<file path="src/sv/ptpg_pkg.sv">
// shared constants, types and region codes for the terrain pixel generator
// no dependencies; every other file takes names from here by scope
package ptpg_pkg;

	// pipeline depth from input register to output register
	localparam int unsigned NUM_STG = 15;

	// hash multipliers
	localparam logic [31:0] HASH_MUL_X = 32'd374761393;
	localparam logic [31:0] HASH_MUL_Y = 32'd668265263;
	localparam logic [31:0] HASH_MUL_F = 32'd1274126177;
	localparam int unsigned HASH_SHR_A = 13;
	localparam int unsigned HASH_SHR_B = 16;

	// pattern geometry
	localparam int unsigned STRIPE_PERIOD = 96;
	localparam int unsigned STRIPE_HALF   = 48;
	localparam int          STRIPE_LO     = -40;
	localparam int          STRIPE_HI     = -35;
	localparam int unsigned CELL_W        = 53;
	localparam int unsigned CELL_H        = 41;
	localparam int unsigned JIT_X         = 29;
	localparam int unsigned JIT_Y         = 25;
	localparam int unsigned OFS_X         = 12;
	localparam int unsigned OFS_Y         = 8;
	localparam int unsigned CORE_R2       = 64;
	localparam int unsigned RIM_R2        = 81;
	localparam int unsigned DIAG_MOD      = 23;
	localparam logic [8:0]  SPECK_VAL     = 9'd7;
	localparam int unsigned JIT_Y_SHR     = 8;

	localparam int unsigned RX_W = $clog2(CELL_W);
	localparam int unsigned RY_W = $clog2(CELL_H);
	localparam int unsigned SHADE_W = 5;

	typedef enum logic [2:0] {
		REG_STRIPE     = 3'd0,
		REG_CORE       = 3'd1,
		REG_RIM        = 3'd2,
		REG_SPECK      = 3'd3,
		REG_DIAG       = 3'd4,
		REG_BACKGROUND = 3'd5
	} region_t;

	// colours
	localparam logic [7:0] STRIPE_R = 8'd40,  STRIPE_G = 8'd78,  STRIPE_B = 8'd98;
	localparam logic [7:0] CORE_R   = 8'd88,  CORE_G   = 8'd62,  CORE_B   = 8'd50;
	localparam logic [7:0] RIM_R    = 8'd110, RIM_G    = 8'd80,  RIM_B    = 8'd62;
	localparam logic [7:0] SPECK_R  = 8'd210, SPECK_G  = 8'd200, SPECK_B  = 8'd170;
	localparam logic [7:0] DIAG_R   = 8'd38,  DIAG_G   = 8'd36,  DIAG_B   = 8'd48;
	localparam logic [7:0] BG_R     = 8'd18,  BG_G     = 8'd24,  BG_B     = 8'd34;

	// per-pixel flags carried alongside the cell hash path
	typedef struct packed {
		logic               stripe;
		logic               speck;
		logic               diag;
		logic [SHADE_W-1:0] shade;
		logic [RX_W-1:0]    rx;
		logic [RY_W-1:0]    ry;
	} side_t;

endpackage

</file>
<file path="src/sv/ptpg_hash.sv">
// 32-bit multiplicative coordinate hash, wrapping modulo 2^32
// four register stages, multiply stages alternating with xor-shift stages; uses ptpg_pkg
module ptpg_hash (
	input  logic        clk,
	input  logic        en,
	input  logic [31:0] key_x,
	input  logic [31:0] key_y,
	output logic [31:0] hash
);

	logic [31:0] px_s1, py_s1;
	logic [31:0] sum;
	logic [31:0] mix_s2;
	logic [31:0] prod_s3;

	assign sum = px_s1 + py_s1;

	always_ff @(posedge clk) begin
		if (en) begin
			px_s1   <= key_x * ptpg_pkg::HASH_MUL_X;
			py_s1   <= key_y * ptpg_pkg::HASH_MUL_Y;
			mix_s2  <= sum ^ (sum >> ptpg_pkg::HASH_SHR_A);
			prod_s3 <= mix_s2 * ptpg_pkg::HASH_MUL_F;
			hash    <= prod_s3 ^ (prod_s3 >> ptpg_pkg::HASH_SHR_B);
		end
	end

endmodule

</file>
<file path="config.mk">
export PLATFORM = sky130hd
export DESIGN_NAME = ptpg_hash
export DESIGN_NICKNAME = d
export VERILOG_FILES = /design/src/sv/ptpg_pkg.sv /design/src/sv/ptpg_hash.sv
export SDC_FILE = /design/constraint.sdc
export NUM_CORES = 2
export LEC_CHECK = 0
export ABC_AREA = 0
export BUFFER_PORTS_ARGS = -buffer_cell sky130_fd_sc_hd__buf_2
export CORE_UTILIZATION = 24
export CTS_CLUSTER_DIAMETER = 40
export CTS_CLUSTER_SIZE = 10
export DETAILED_ROUTE_END_ITERATION = 12
export PLACE_DENSITY = 0.39
export SLEW_MARGIN = 10
export SYNTH_ARGS = -nofsm -noshare
export SYNTH_HDL_FRONTEND = slang
export SYNTH_SLANG_ARGS = --single-unit
</file>
<file path="constraint.sdc">
create_clock -name clk -period 9.3 [get_ports clk]
set_clock_uncertainty 0.05 [all_clocks]
set_input_delay 1.395 -clock clk [delete_from_list [all_inputs] [get_ports clk]]
set_output_delay 1.395 -clock clk [all_outputs]
set_load 0.05 [all_outputs]
</file>
### Word-level counts from Yosys, hierarchy flattened

Index checks and enable logic that the tools add are counted.

* RAM bits: 0
* output and inout port bits: 32
* memories: 0
* flip-flop bits (word level): 160
* latch bits: 0
* bits in read-only memories: 0
* input bits: 66

* $add $sub $neg: 1
* reduce and logical (&&, ||, !) cells: 0
* equal/unequal tests: 0
* mux-type cells: 0
* shifts and indexed selects: 0
* $mul: 3
* $lt $le $gt $ge: 0
* bitwise operators: 2
* divide/modulo/power cells: 0

Operators with widths (number)
* adder 32 bit: 1
* multiplier 32 x 29 -> 32 bit, second input constant: 1
* multiplier 32 x 30 -> 32 bit, second input constant: 1
* multiplier 32 x 31 -> 32 bit, second input constant: 1
* bitwise XOR 32 x 16 -> 32 bit: 1
* bitwise XOR 32 x 19 -> 32 bit: 1

### Logic depth before layout (Yosys ltp)

* word-level depth: 2
* gate-level depth with buffers: 26
* depth with buffers taken out: 26

### Least setup slack after synthesis

OpenSTA, ideal clock, no wires.

* path kind: in2reg
* start point: input port key_x[6]
* end point: register px_s1[31] (data pin)
* setup slack: 1.822 ns
* library setup time: 0.261 ns
* cell stages on the path: 24
* arrival time: 7.167 ns
* path through: inv_1 > fa_1 > inv_1 > fa_1 > fa_1 > ha_1 > inv_1 > fa_1 > inv_1 > fa_1 > fa_1 > inv_1 > fa_1 > inv_1 > ha_1 > o21a_1 > o21ai_0 > a21bo_2 > o21bai_1 > a2111oi_0 > o21bai_1 > a21oi_1 > o21ai_0 > xnor2_1

* word-level cells in the longest chain between the ends: 1

RTL lines
* from (decl): line ptpg_hash.sv:6 `input logic [31:0] key_x,`
* multiplier 32 x 29 -> 32 bit: line ptpg_hash.sv:20 `px_s1 <= key_x * ptpg_pkg::HASH_MUL_X;`
* to (signal assigned): line ptpg_hash.sv:20
* to (decl): line ptpg_hash.sv:11 `logic [31:0] px_s1, py_s1;`

No other way between the ends.
A chain may end at the register's enable or synchronous reset.

### Final worst setup path

Ends and elaborated chain as after synthesis.

==> qor.csv <==
stage,metric,value,unit
timing,Final period util,86.00,%
timing,Final Max Tran Viols,0,
clock_network,postcts setup bufs,0,
global_route,antenna violations before repair,0,
die,I/O pins,98,
routing,DRT Pass-1 Iters,9,
setup_path,r2r setup slk,2.07,ns
yosys,asr flop ratio synth,0,%
place,Placement Cell Area,35170,µm²
routing,drt total wl,82720,µm
clock_network,TritonCTS Buffers,17,
finish,Final Core Density,26.73,%
finish,layout cells sized above 1,4.728,%
flow_run,Max-Cap Viols,0,
setup_path,Critical Path RT,9.46,ns
global_route,grt total ovfl,0,
finish,Total Nets Final,4340,
place,Port Buffers,97,
global_route,largest net degree at the start of global routing,59,
setup_path,Startpoint Class,input pin,
yosys,mean area per synthesized cell,10.90,µm²
die,# rows,134,
timing,setup TNS,0,ns
place,GPL Wtd Cong,0.8441,
finish,synthesis-to-finish area growth,10.27,%
routing,drt wl/cell,16.96,µm
setup_path,Crit path buffers/inverters,7,
setup_path,max incr delay on CP,0.56,ns
timing,Tightest Pin Transition,0.9575,ns
min_path,hold crit path type,reg -> reg,
clock_network,Clock Path Buffers,2,
setup_path,Critical Path Fanout Max,9,
global_route,vias in the first global route,21903,
yosys,Post-Syn Area,32430,µm²
yosys,Yosys reg bits,160,
finish,Layout Cells excl Fill,4877,
clock_network,cts repair resizes,0,
finish,final non-filler cell area,35770,µm²
clock_network,CTS root buf,clkbuf_16,
global_route,first-pass GRT wire length,129600,µm
routing,DRT iter0 DRCs,715,
clock_network,H-tree depth,4,
die,core area,133800,µm²
die,die span in x,369.6,µm
outcome,status,"finished, violations left",
routing,DRC Markers,8,
timing,unrepaired setup endpoints after global routing,no,
global_route,GRT Overall Usage,12.74,%
yosys,number of distinct library cells after synthesis,56,
routing,drt via density,3.976,
finish,most frequent cells in the layout,"inv_1, fa_1, ha_1",
setup_path,"Slowest-stage cell, CP",fa_1,
die,die height,369.6,µm
timing,Hold Fails Final Rpt,0,
timing,fin crit period,7.998,ns
routing,Final ANT Viol Nets,0,
yosys,Syn. warnings,0,
die,Starting Density,24.24,%
setup_path,Critical Path AT,8.16,ns
clock_network,CTS tree,yes,
routing,routed via count,19389,
clock_network,clk sinks,160,
finish,antenna cells,0,
clock_network,# hold bufs at CTS,0,
clock_network,Clock Latency Late Sink,0.48,ns
setup_path,critical path class,in -> reg,
timing,Max transition margin,35.49,%
place,DP HPWL,75580,µm
yosys,cell count after synthesis,2977,
finish,fillers,14321,
timing,maximum operating frequency,125.0,MHz
yosys,Syn Nets,4221,
outcome,failing checks,DRC,
timing,final setup vio count,0,
finish,"commonest non-fill, non-tap cell in the layout",inv_1,
setup_path,CP Capture Type,flip-flop,
yosys,number of synthesized flops with an enable pin,160,
die,Die Area,136600,µm²
yosys,sequential share of the synthesized area,14.81,%
setup_path,CP most frequent cell,fa_1,
setup_path,crit-path leading delay family,adder cells,
yosys,"Top FF cell, synth",edfxtp_1,
place,Inst Count DP,4845,
clock_network,Worst-path clk slew,0.07,ns
==> per-layer routing <==
| layer | up-vias | track usage (%) | routed length (µm) |
|---|---|---|---|
| met5 | - | 0 | 0 |
| met4 | 0 | 2.265 | 1109 |
| met3 | 39 | 1.394 | 1796 |
| met2 | 188 | 22.75 | 42030 |
| met1 | 9767 | 16.58 | 37790 |
| li1 | 9395 | - | - |
==> flip-flops by register name, indices dropped and copies added (netlist names) <==
| name | count |
|---|---|
| hash | 32 |
| mix_s2 | 32 |
| prod_s3 | 32 |
| px_s1 | 32 |
| py_s1 | 32 |
==> per-stage QoR <==
step           hold WS (ns)  setup WS [ns]
2_1_floorplan        0.3976          1.822
3_3_place_gp         0.4048         0.8981
3_5_place_dp         0.4069         0.7888
4_1_cts              0.4244          1.336
5_1_grt              0.4319         0.9519
6_report             0.4204          1.302
==> path summary, 6_finish.rpt <==
| kind | end | cells after the start | start |
|---|---|---|---|
| max | px_s1[31] | 25 | key_x[6] |
| min | hash[29] | 0 | prod_s3[29] |
| max reg2reg | prod_s3[30] | 20 | mix_s2[4] |
| min reg2reg | hash[29] | 0 | prod_s3[29] |
==> cell usage after synthesis, drive strengths merged (3+ instances only) <==
library cell    n  area, µm²
a21o           38      285.3
a311oi          5      56.31
nor3           14      70.07
o21a           16      120.1
a21oi          76      380.4
a2111oi         4      41.29
edfxtp        160       4805
nand2b         14      87.58
o21bai         18      135.1
xnor2         170       1489
a31oi           8      50.05
nand2          36      135.1
and2            3      18.77
and3            5      31.28
o31ai           4      30.03
a22oi           3      22.52
o21ai          47      235.2
ha            560       7007
inv           973       3652
nand3          14      70.07
a31o            4      35.03
nor4            4      25.02
nor2b           9      56.30
nor2           52      195.2
a211oi          9      67.56
nand4           5      31.28
fa            618      12370
a211o           3      26.28
a41oi           5      51.30
or3             4      25.02
clkbuf          3      11.26
xor2           65      569.3
a221o           3      30.03
==> logic make-up after synthesis <==
| group | synth area share [%] |
|---|---|
| compound gates | 5.285 |
| xor+xnor | 6.346 |
| fa+ha+maj | 59.75 |
| buf+inv | 11.29 |
| flops | 14.81 |
| simple gates | 2.515 |
==> area by class of cell <==
| cell class | count | area (µm²) | area share (%) |
|---|---|---|---|
| clock buffers | 17 | 425.4 | 1.189 |
| clock inverters | 15 | 167.7 | 0.4688 |
| inverters | 973 | 3652 | 10.21 |
| multi-input cells | 1841 | 23970 | 67.01 |
| flip-flops and latches | 160 | 4805 | 13.43 |
| well taps | 1768 | 2212 | 6.185 |
| repair buffers | 103 | 536.8 | 1.501 |
Power is not shown: default switching activity piles up to over one toggle a cycle in this logic, so the estimate is an artifact.
