## src/sv/ptpg_pkg.sv

```systemverilog
// shared constants, types and region codes for the terrain pixel generator
// no dependencies; every other file takes names from here by scope
package ptpg_pkg;

	// pipeline depth from input register to output register
	localparam int unsigned NUM_STG = 15;

	// hash multipliers
	localparam logic [31:0] HASH_MUL_X = 32'd374761393;
	localparam logic [31:0] HASH_MUL_Y = 32'd668265263;
	localparam logic [31:0] HASH_MUL_F = 32'd1274126177;
	localparam int unsigned HASH_SHR_A = 13;
	localparam int unsigned HASH_SHR_B = 16;

	// pattern geometry
	localparam int unsigned STRIPE_PERIOD = 96;
	localparam int unsigned STRIPE_HALF   = 48;
	localparam int          STRIPE_LO     = -40;
	localparam int          STRIPE_HI     = -35;
	localparam int unsigned CELL_W        = 53;
	localparam int unsigned CELL_H        = 41;
	localparam int unsigned JIT_X         = 29;
	localparam int unsigned JIT_Y         = 25;
	localparam int unsigned OFS_X         = 12;
	localparam int unsigned OFS_Y         = 8;
	localparam int unsigned CORE_R2       = 64;
	localparam int unsigned RIM_R2        = 81;
	localparam int unsigned DIAG_MOD      = 23;
	localparam logic [8:0]  SPECK_VAL     = 9'd7;
	localparam int unsigned JIT_Y_SHR     = 8;

	localparam int unsigned RX_W = $clog2(CELL_W);
	localparam int unsigned RY_W = $clog2(CELL_H);
	localparam int unsigned SHADE_W = 5;

	typedef enum logic [2:0] {
		REG_STRIPE     = 3'd0,
		REG_CORE       = 3'd1,
		REG_RIM        = 3'd2,
		REG_SPECK      = 3'd3,
		REG_DIAG       = 3'd4,
		REG_BACKGROUND = 3'd5
	} region_t;

	// colours
	localparam logic [7:0] STRIPE_R = 8'd40,  STRIPE_G = 8'd78,  STRIPE_B = 8'd98;
	localparam logic [7:0] CORE_R   = 8'd88,  CORE_G   = 8'd62,  CORE_B   = 8'd50;
	localparam logic [7:0] RIM_R    = 8'd110, RIM_G    = 8'd80,  RIM_B    = 8'd62;
	localparam logic [7:0] SPECK_R  = 8'd210, SPECK_G  = 8'd200, SPECK_B  = 8'd170;
	localparam logic [7:0] DIAG_R   = 8'd38,  DIAG_G   = 8'd36,  DIAG_B   = 8'd48;
	localparam logic [7:0] BG_R     = 8'd18,  BG_G     = 8'd24,  BG_B     = 8'd34;

	// per-pixel flags carried alongside the cell hash path
	typedef struct packed {
		logic               stripe;
		logic               speck;
		logic               diag;
		logic [SHADE_W-1:0] shade;
		logic [RX_W-1:0]    rx;
		logic [RY_W-1:0]    ry;
	} side_t;

endpackage

```

## src/sv/ptpg_cdiv.sv

```systemverilog
// floor division and floor modulo of a signed 33-bit value by a constant
// four register stages: offset, reciprocal multiply, back-multiply, correction; uses ptpg_pkg
module ptpg_cdiv #(
	parameter int unsigned DIVISOR = ptpg_pkg::CELL_W
) (
	input  logic                         clk,
	input  logic                         en,
	input  logic signed [32:0]           num,
	output logic signed [31:0]           quot,
	output logic [$clog2(DIVISOR)-1:0]   rem
);

	// divisor range 17..255: reciprocal must fit 32 bits at this shift
	localparam int unsigned REM_W = $clog2(DIVISOR);
	localparam int unsigned V_W   = 34;
	localparam int unsigned SHIFT = 36;
	localparam int unsigned Q_W   = V_W + 32 - SHIFT;
	localparam int unsigned P_W   = V_W + 32;
	localparam logic [63:0] MULT64 = (64'd1 << SHIFT) / DIVISOR;
	localparam logic [31:0] MULT   = MULT64[31:0];
	localparam logic [63:0] OFQ64  = ((64'd1 << 32) + 64'(DIVISOR) - 64'd1) / DIVISOR;
	localparam logic [63:0] OFS64  = OFQ64 * 64'(DIVISOR);
	localparam logic [V_W-1:0] OFS_Q = OFQ64[V_W-1:0];
	localparam logic [V_W-1:0] OFS_V = OFS64[V_W-1:0];
	localparam logic [V_W-1:0] D_V   = V_W'(DIVISOR);

	logic [V_W-1:0] num_ext;
	logic [V_W-1:0] v_s1, v_s2, v_s3;
	logic [P_W-1:0] prod_s2;
	logic [Q_W-1:0] q0, q0_s3;
	logic [V_W-1:0] pq, pq_s3;
	logic [V_W-1:0] r0, rfix, qfix;
	logic           corr;

	// offset makes the value non-negative without moving its residue
	assign num_ext = {{(V_W-33){num[32]}}, num};
	assign q0      = prod_s2[P_W-1:SHIFT];
	assign pq      = {{(V_W-Q_W){1'b0}}, q0} * D_V;
	assign r0      = v_s3 - pq_s3;
	assign corr    = (r0 >= D_V);
	assign rfix    = corr ? r0 - D_V : r0;
	assign qfix    = {{(V_W-Q_W){1'b0}}, q0_s3} + V_W'(corr) - OFS_Q;

	always_ff @(posedge clk) begin
		if (en) begin
			v_s1    <= num_ext + OFS_V;
			v_s2    <= v_s1;
			prod_s2 <= P_W'(v_s1) * P_W'(MULT);
			v_s3    <= v_s2;
			q0_s3   <= q0;
			pq_s3   <= pq;
			quot    <= qfix[31:0];
			rem     <= rfix[REM_W-1:0];
		end
	end

endmodule

```

## config.mk

```make
export PLATFORM = sky130hd
export DESIGN_NAME = ptpg_cdiv
export DESIGN_NICKNAME = d
export VERILOG_FILES = /design/src/sv/ptpg_pkg.sv /design/src/sv/ptpg_cdiv.sv
export SDC_FILE = /design/constraint.sdc
export NUM_CORES = 2
export LEC_CHECK = 0
export BUFFER_PORTS_ARGS = -buffer_cell sky130_fd_sc_hd__buf_2
export CORE_MARGIN = 2
export CORE_UTILIZATION = 60
export CTS_CLUSTER_DIAMETER = 200
export DETAILED_ROUTE_END_ITERATION = 10
export PLACE_DENSITY = 0.77
export SLEW_MARGIN = 20
export SYNTH_ARGS = -nofsm -noshare
export SYNTH_HDL_FRONTEND = slang
export SYNTH_SLANG_ARGS = --single-unit
```

## constraint.sdc

```tcl
create_clock -name clk -period 10.3 [get_ports clk]
set_input_delay 1.03 -clock clk [delete_from_list [all_inputs] [get_ports clk]]
set_output_delay 1.03 -clock clk [all_outputs]
set_load 0.1 [all_outputs]
```

=== Yosys cells after proc, flatten, opt, wreduce, memory -nomap -nowiden ===
Index checks and enable logic that the tools add are counted.

* Output and inout bits: 38
* Bits of input ports: 35
* Logic and storage cells: 17
* Bits in registers: 266

* $add $sub $neg: 5
* Muxes and demuxes: 1
* Order comparisons: 1
* $mul: 2

{| class="wikitable"
|+ Operators with widths
! kind !! count
|-
| 34-bit by 29-bit multiplier with 63-bit output, second input constant || 1
|-
| 34-bit by 33-bit adder with 34-bit output, second input constant || 1
|-
| 34-bit by 6-bit greater-or-equal comparator with 1-bit output, second input constant || 1
|-
| 29-bit by 6-bit multiplier with 34-bit output, second input constant || 1
|-
| 34-bit subtractor || 1
|-
| 30-bit by 27-bit subtractor with 31-bit output, second input constant || 1
|-
| 29-bit by 1-bit adder with 30-bit output || 1
|-
| 6-bit 2-to-1 mux || 1
|-
| 6-bit subtractor, second input constant || 1
|}

=== Depth between registers and ports, before layout ===
* Depth after elaboration: 4
* Gate-level depth with buffers: 28
* Gate-level depth less buffers: 28

=== Least setup slack after synthesis ===
Ideal clock, no wire load.

* Path type: reg-to-reg
* Start: register v_s1[10]
* End: register prod_s2[59] (data pin)
* Cell stages (with the launch flop): 24
* Arrival: 6.964 ns
* Period minus slack after synthesis: 7.126 ns
* Buffers on the path: 0
* Setup slack: 3.174 ns
* Library setup time: 0.162 ns
* Data required time: 10.138 ns
* Cell sequence: edfxtp_1 fa_1 fa_1 fa_1 inv_1 fa_1 inv_1 fa_1 inv_1 fa_1 inv_1 fa_1 fa_1 ha_1 o21a_1 a211oi_1 o2bb2ai_1 or3_1 o21ai_1 a211o_1 a21oi_1 o21ba_2 or4b_1 o2111ai_1

* Cells in the longest elaborated chain, start to end: 1

{| class="wikitable"
|+ Ends and longest elaborated chain
! what !! line !! source
|-
| start, declared || ptpg_cdiv.sv:28 || <nowiki>logic [V_W-1:0] v_s1, v_s2, v_s3;</nowiki>
|-
| start signal, assigned || ptpg_cdiv.sv:46 || <nowiki>v_s1 <= num_ext + OFS_V;</nowiki>
|-
| 34-bit by 29-bit multiplier with 63-bit output || ptpg_cdiv.sv:48 || <nowiki>prod_s2 <= P_W'(v_s1) * P_W'(MULT);</nowiki>
|-
| end signal, assigned || ptpg_cdiv.sv:48 ||
|-
| end, declared || ptpg_cdiv.sv:29 || <nowiki>logic [P_W-1:0] prod_s2;</nowiki>
|}

Every way passes these cells.
A chain may end at the register's enable or synchronous reset.

=== Final worst setup path ===
* Start: register v_s1[14]
* End: register prod_s2[63] (data pin)

The elaborated chain is that of the path after synthesis.

==> impl_metrics.py <==
metrics = {
    "synth": {
        "ys_seq_area_share_pct": 21.26,
        "synthArstFlopShare_pct": 0,
        "synth_top_flop_cell": "edfxtp_1",
        "syn_inst": 3073,
        "ys_types": 90,
        "ys_seq_elements": 229,
        "synth_edf_count": 229,
        "ys_warn_count": 0,
        "syn_area_per_cell_sq_um": 10.52,
        "synth_fp_nets": 4108,
        "syn_area_sq_um": 32340,
    },
    "worst_setup_path": {
        "crit_arrival_ns": 8.68,
        "r2r_end": "prod_s2[63]$_DFFE_PP_",
        "endpoint_kind": "flop",
        "reg2regPathDepth": 22,
        "cp.required_ns": 10.67,
        "critPathMaxFanout": 13,
        "start_kind": "flop",
        "r2r-start": "v_s1[14]$_DFFE_PP_",
        "ff2ff_setup_slack_ns": 1.99,
        "critPathKind": "flop to flop",
    },
    "run_status": {
        "status": "finished, final reports clean",
    },
    "floorplan": {
        "fp-row-count": 85,
        "start_util_pct": 60.34,
        "die_h_um": 236.2,
        "io_pins": 73,
        "dieArea_sq_um": 55780,
        "coreArea_sq_um": 53600,
        "fp.dieW_um": 236.2,
    },
    "sta": {
        "min_period_ns": 8.309,
        "rsz0062_at_grt": "false",
        "holdWs_ns": 0.4081,
        "fmax_mhz": 120.3,
        "slew_viol_final": 0,
        "fin_crit_sh_pct": 80.67,
        "setup_tns_ns": 0,
        "relSlewSlack_pct": 33.27,
        "tightestPinTransition_ns": 1.001,
        "hold_violations": 0,
        "fin_skew_ns": 0.03288,
        "setup_violations": 0,
    },
    "hold_path": {
        "hold_end": "v_s3[5]$_DFFE_PP_",
        "holdPathStages": 0,
        "min_from": "v_s2[5]$_DFFE_PP_",
        "hp-class": "flop to flop",
    },
    "routing": {
        "drt_iter0_markers": 1427,
        "routed_wl_um": 83110,
        "vias": 21980,
        "antenna_left": 0,
        "firstDrtPassIters": 6,
        "avgViaCountPerCell": 5.658,
        "post_drt_wl_per_cell_um": 21.40,
        "drcViolationCount": 0,
    },
    "placement": {
        "hpwl_um": 70290,
        "portBuffers": 72,
        "place_congestion": 0.9692,
    },
    "global_routing": {
        "grt.met3_usage_pct": 4.154,
        "grt_util_met1_pct": 41.20,
        "grt_use_total_pct": 30.59,
        "grt-ovfl-total": 0,
        "grt_max_degree": 106,
        "grt_pass1_vias": 23500,
        "antenna_found_initial": 1,
        "use_met2_pct": 52.22,
        "grt_pass1_wl_um": 130000,
        "grt_most_used_layer": "met2",
    },
    "run": {
        "maxCapViolCount": 0,
    },
    "final_layout": {
        "final_layout_size_suffix_gt1_share_pct": 5.207,
        "diodes": 0,
        "syn_to_final_growth_pct": 6.751,
        "final_nets": 4200,
    },
    "clock_network": {
        "cts_tree": "built",
        "cts_sinks": 229,
        "cts_buffer_depth": 3,
        "cts_max_level": 1,
        "cts_hold_buffers": 0,
        "cts_resized": 0,
        "insertion_delay_ns": 0.62,
        "cts_root_buffer": "clkbuf_16",
        "cts_inserted_buffers": 30,
        "cts_setup_buffers": 0,
        "clk_pin_slew_ns": 0.07,
    },
}
==> cell families after synthesis <==
kind of cell / after synthesis / share of synthesized area, %
AOI/OAI and AO/OA: 397 / 8.407
xor gates and xnor gates: 130 / 3.520
adders and majority gates: 1000 / 49.64
buffers and inverters: 920 / 10.75
DFF: 229 / 21.26
muxes: 4 / 0.1277
and+or+nand+nor: 393 / 6.287
==> how the worst max path moves through the flow <==
| stage | startpoint | endpoint | slack (ns) |
|---|---|---|---|
| 6_report | v_s1[14]$_DFFE_PP_ | prod_s2[63]$_DFFE_PP_ | 1.99 |
| 5_1_grt | v_s1[24]$_DFFE_PP_ | prod_s2[63]$_DFFE_PP_ | 1.66 |
| 4_1_cts | v_s1[13]$_DFFE_PP_ | prod_s2[63]$_DFFE_PP_ | 2.06 |
| 3_5_place_dp | v_s1[17]$_DFFE_PP_ | prod_s2[63]$_DFFE_PP_ | 2.07 |
| 3_3_place_gp | v_s1[13]$_DFFE_PP_ | prod_s2[63]$_DFFE_PP_ | 2.11 |
| 2_1_floorplan | v_s1[10]$_DFFE_PP_ | prod_s2[59]$_DFFE_PP_ | 3.17 |
==> cell usage in the layout, fill, tap and decap left out, drive strengths merged, types with 11 or more instances in the layout <==
| cell | count |
|---|---|
| buf | 79 |
| nand3 | 35 |
| a21oi | 103 |
| or2 | 14 |
| nor4 | 14 |
| clkinv | 12 |
| edfxtp | 229 |
| a31oi | 13 |
| or3 | 12 |
| o21ai | 70 |
| a2111oi | 12 |
| xor2 | 57 |
| inv | 905 |
| nor2b | 11 |
| xnor2 | 73 |
| clkbuf | 31 |
| a21o | 48 |
| nor2 | 79 |
| ha | 528 |
| nor3 | 28 |
| and3 | 21 |
| nand4 | 26 |
| o21bai | 28 |
| o21a | 25 |
| nand2b | 20 |
| nand2 | 96 |
| fa | 472 |
==> Yosys cell counts (4+ instances only) <==
cell / number / share of area (%)
nor2b_1: 11 / 0.21
or4_1: 5 / 0.12
and2_1: 7 / 0.14
nor3_1: 27 / 0.42
o21a_1: 25 / 0.58
o311ai_0: 4 / 0.11
nand2_1: 96 / 1.1
ha_1: 528 / 20
fa_1: 472 / 29
xor2_1: 57 / 1.5
o31ai_1: 6 / 0.14
o21ai_0: 66 / 1.0
and4_1: 5 / 0.14
a21o_1: 47 / 1.1
nor2_1: 79 / 0.92
xnor2_1: 73 / 2.0
o21ai_1: 4 / 0.062
nand2b_1: 20 / 0.39
edfxtp_1: 229 / 21
inv_1: 901 / 10
nand4_1: 25 / 0.48
a311oi_1: 7 / 0.19
o21bai_1: 28 / 0.65
a2111oi_0: 9 / 0.24
a21oi_1: 103 / 1.6
a221oi_1: 6 / 0.16
o211ai_1: 8 / 0.19
nor4_1: 13 / 0.25
clkbuf_1: 13 / 0.15
a311o_1: 4 / 0.12
or2_2: 13 / 0.25
nand3_1: 35 / 0.54
o2111ai_1: 5 / 0.14
and3_1: 21 / 0.41
nor3b_1: 4 / 0.093
a31oi_1: 12 / 0.23
a211oi_1: 9 / 0.21
or3_1: 11 / 0.21
a211o_1: 6 / 0.16
==> layout make-up <==
type	count	area, sq um
clock buffers	31	754.5
clock inverters	24	231.5
fillers	4338	19080
inverters	901	3382
multi-input cells	1924	21990
flip-flops and latches	229	6877
well taps	696	870.8
repair buffers	79	422.9
==> routing by layer <==
| metal | vias to the layer above | routed length (um) | part of all wire, % |
|---|---|---|---|
| met5 | - | 0 | 0 |
| met4 | 0 | 2514 | 3.0 |
| met3 | 119 | 4925 | 5.9 |
| met2 | 666 | 40770 | 49 |
| met1 | 11070 | 34910 | 42 |
| li1 | 10130 | - | - |
==> state kept, by name (all words and copies together), names as in the netlist <==
register  cells
v_s3         34
quot         31
v_s2         34
pq_s3        34
q0_s3        27
prod_s2      29
v_s1         34
rem           6
==> per-stage QoR <==
stage / utilization [%] / cell area, sq um / instances / setup WS (ns)
after floorplan: - / 32340 / 3073 / 3.174
after CTS: 64.41 / 34530 / 3884 / 2.062
final: 64.41 / 34530 / 3884 / 1.991
after global placement: 62.57 / 33540 / 3829 / 2.108
after detailed placement: 62.57 / 33540 / 3829 / 2.074
after global routing: 64.41 / 34530 / 3884 / 1.662
==> critical path: stages, from the launching register on <==
cell and delay, ns:
edfxtp_1 1.00, ha_1 0.48, fa_1 0.44, fa_1 0.54, inv_1 0.05, fa_1 0.52
inv_1 0.07, fa_1 0.50, inv_1 0.06, fa_1 0.54, inv_1 0.05, fa_1 0.49
fa_1 0.41, ha_1 0.34, o21a_1 0.20, a211oi_1 0.34, and4b_1 0.37, o21ai_1 0.23
a211oi_1 0.63, nor2_1 0.12, o221ai_1 0.36, o21bai_1 0.15, xor2_1 0.15
Power is left out: the tool's default activity adds up to more than one toggle a clock period on the data nets, which glitch-free logic cannot reach.
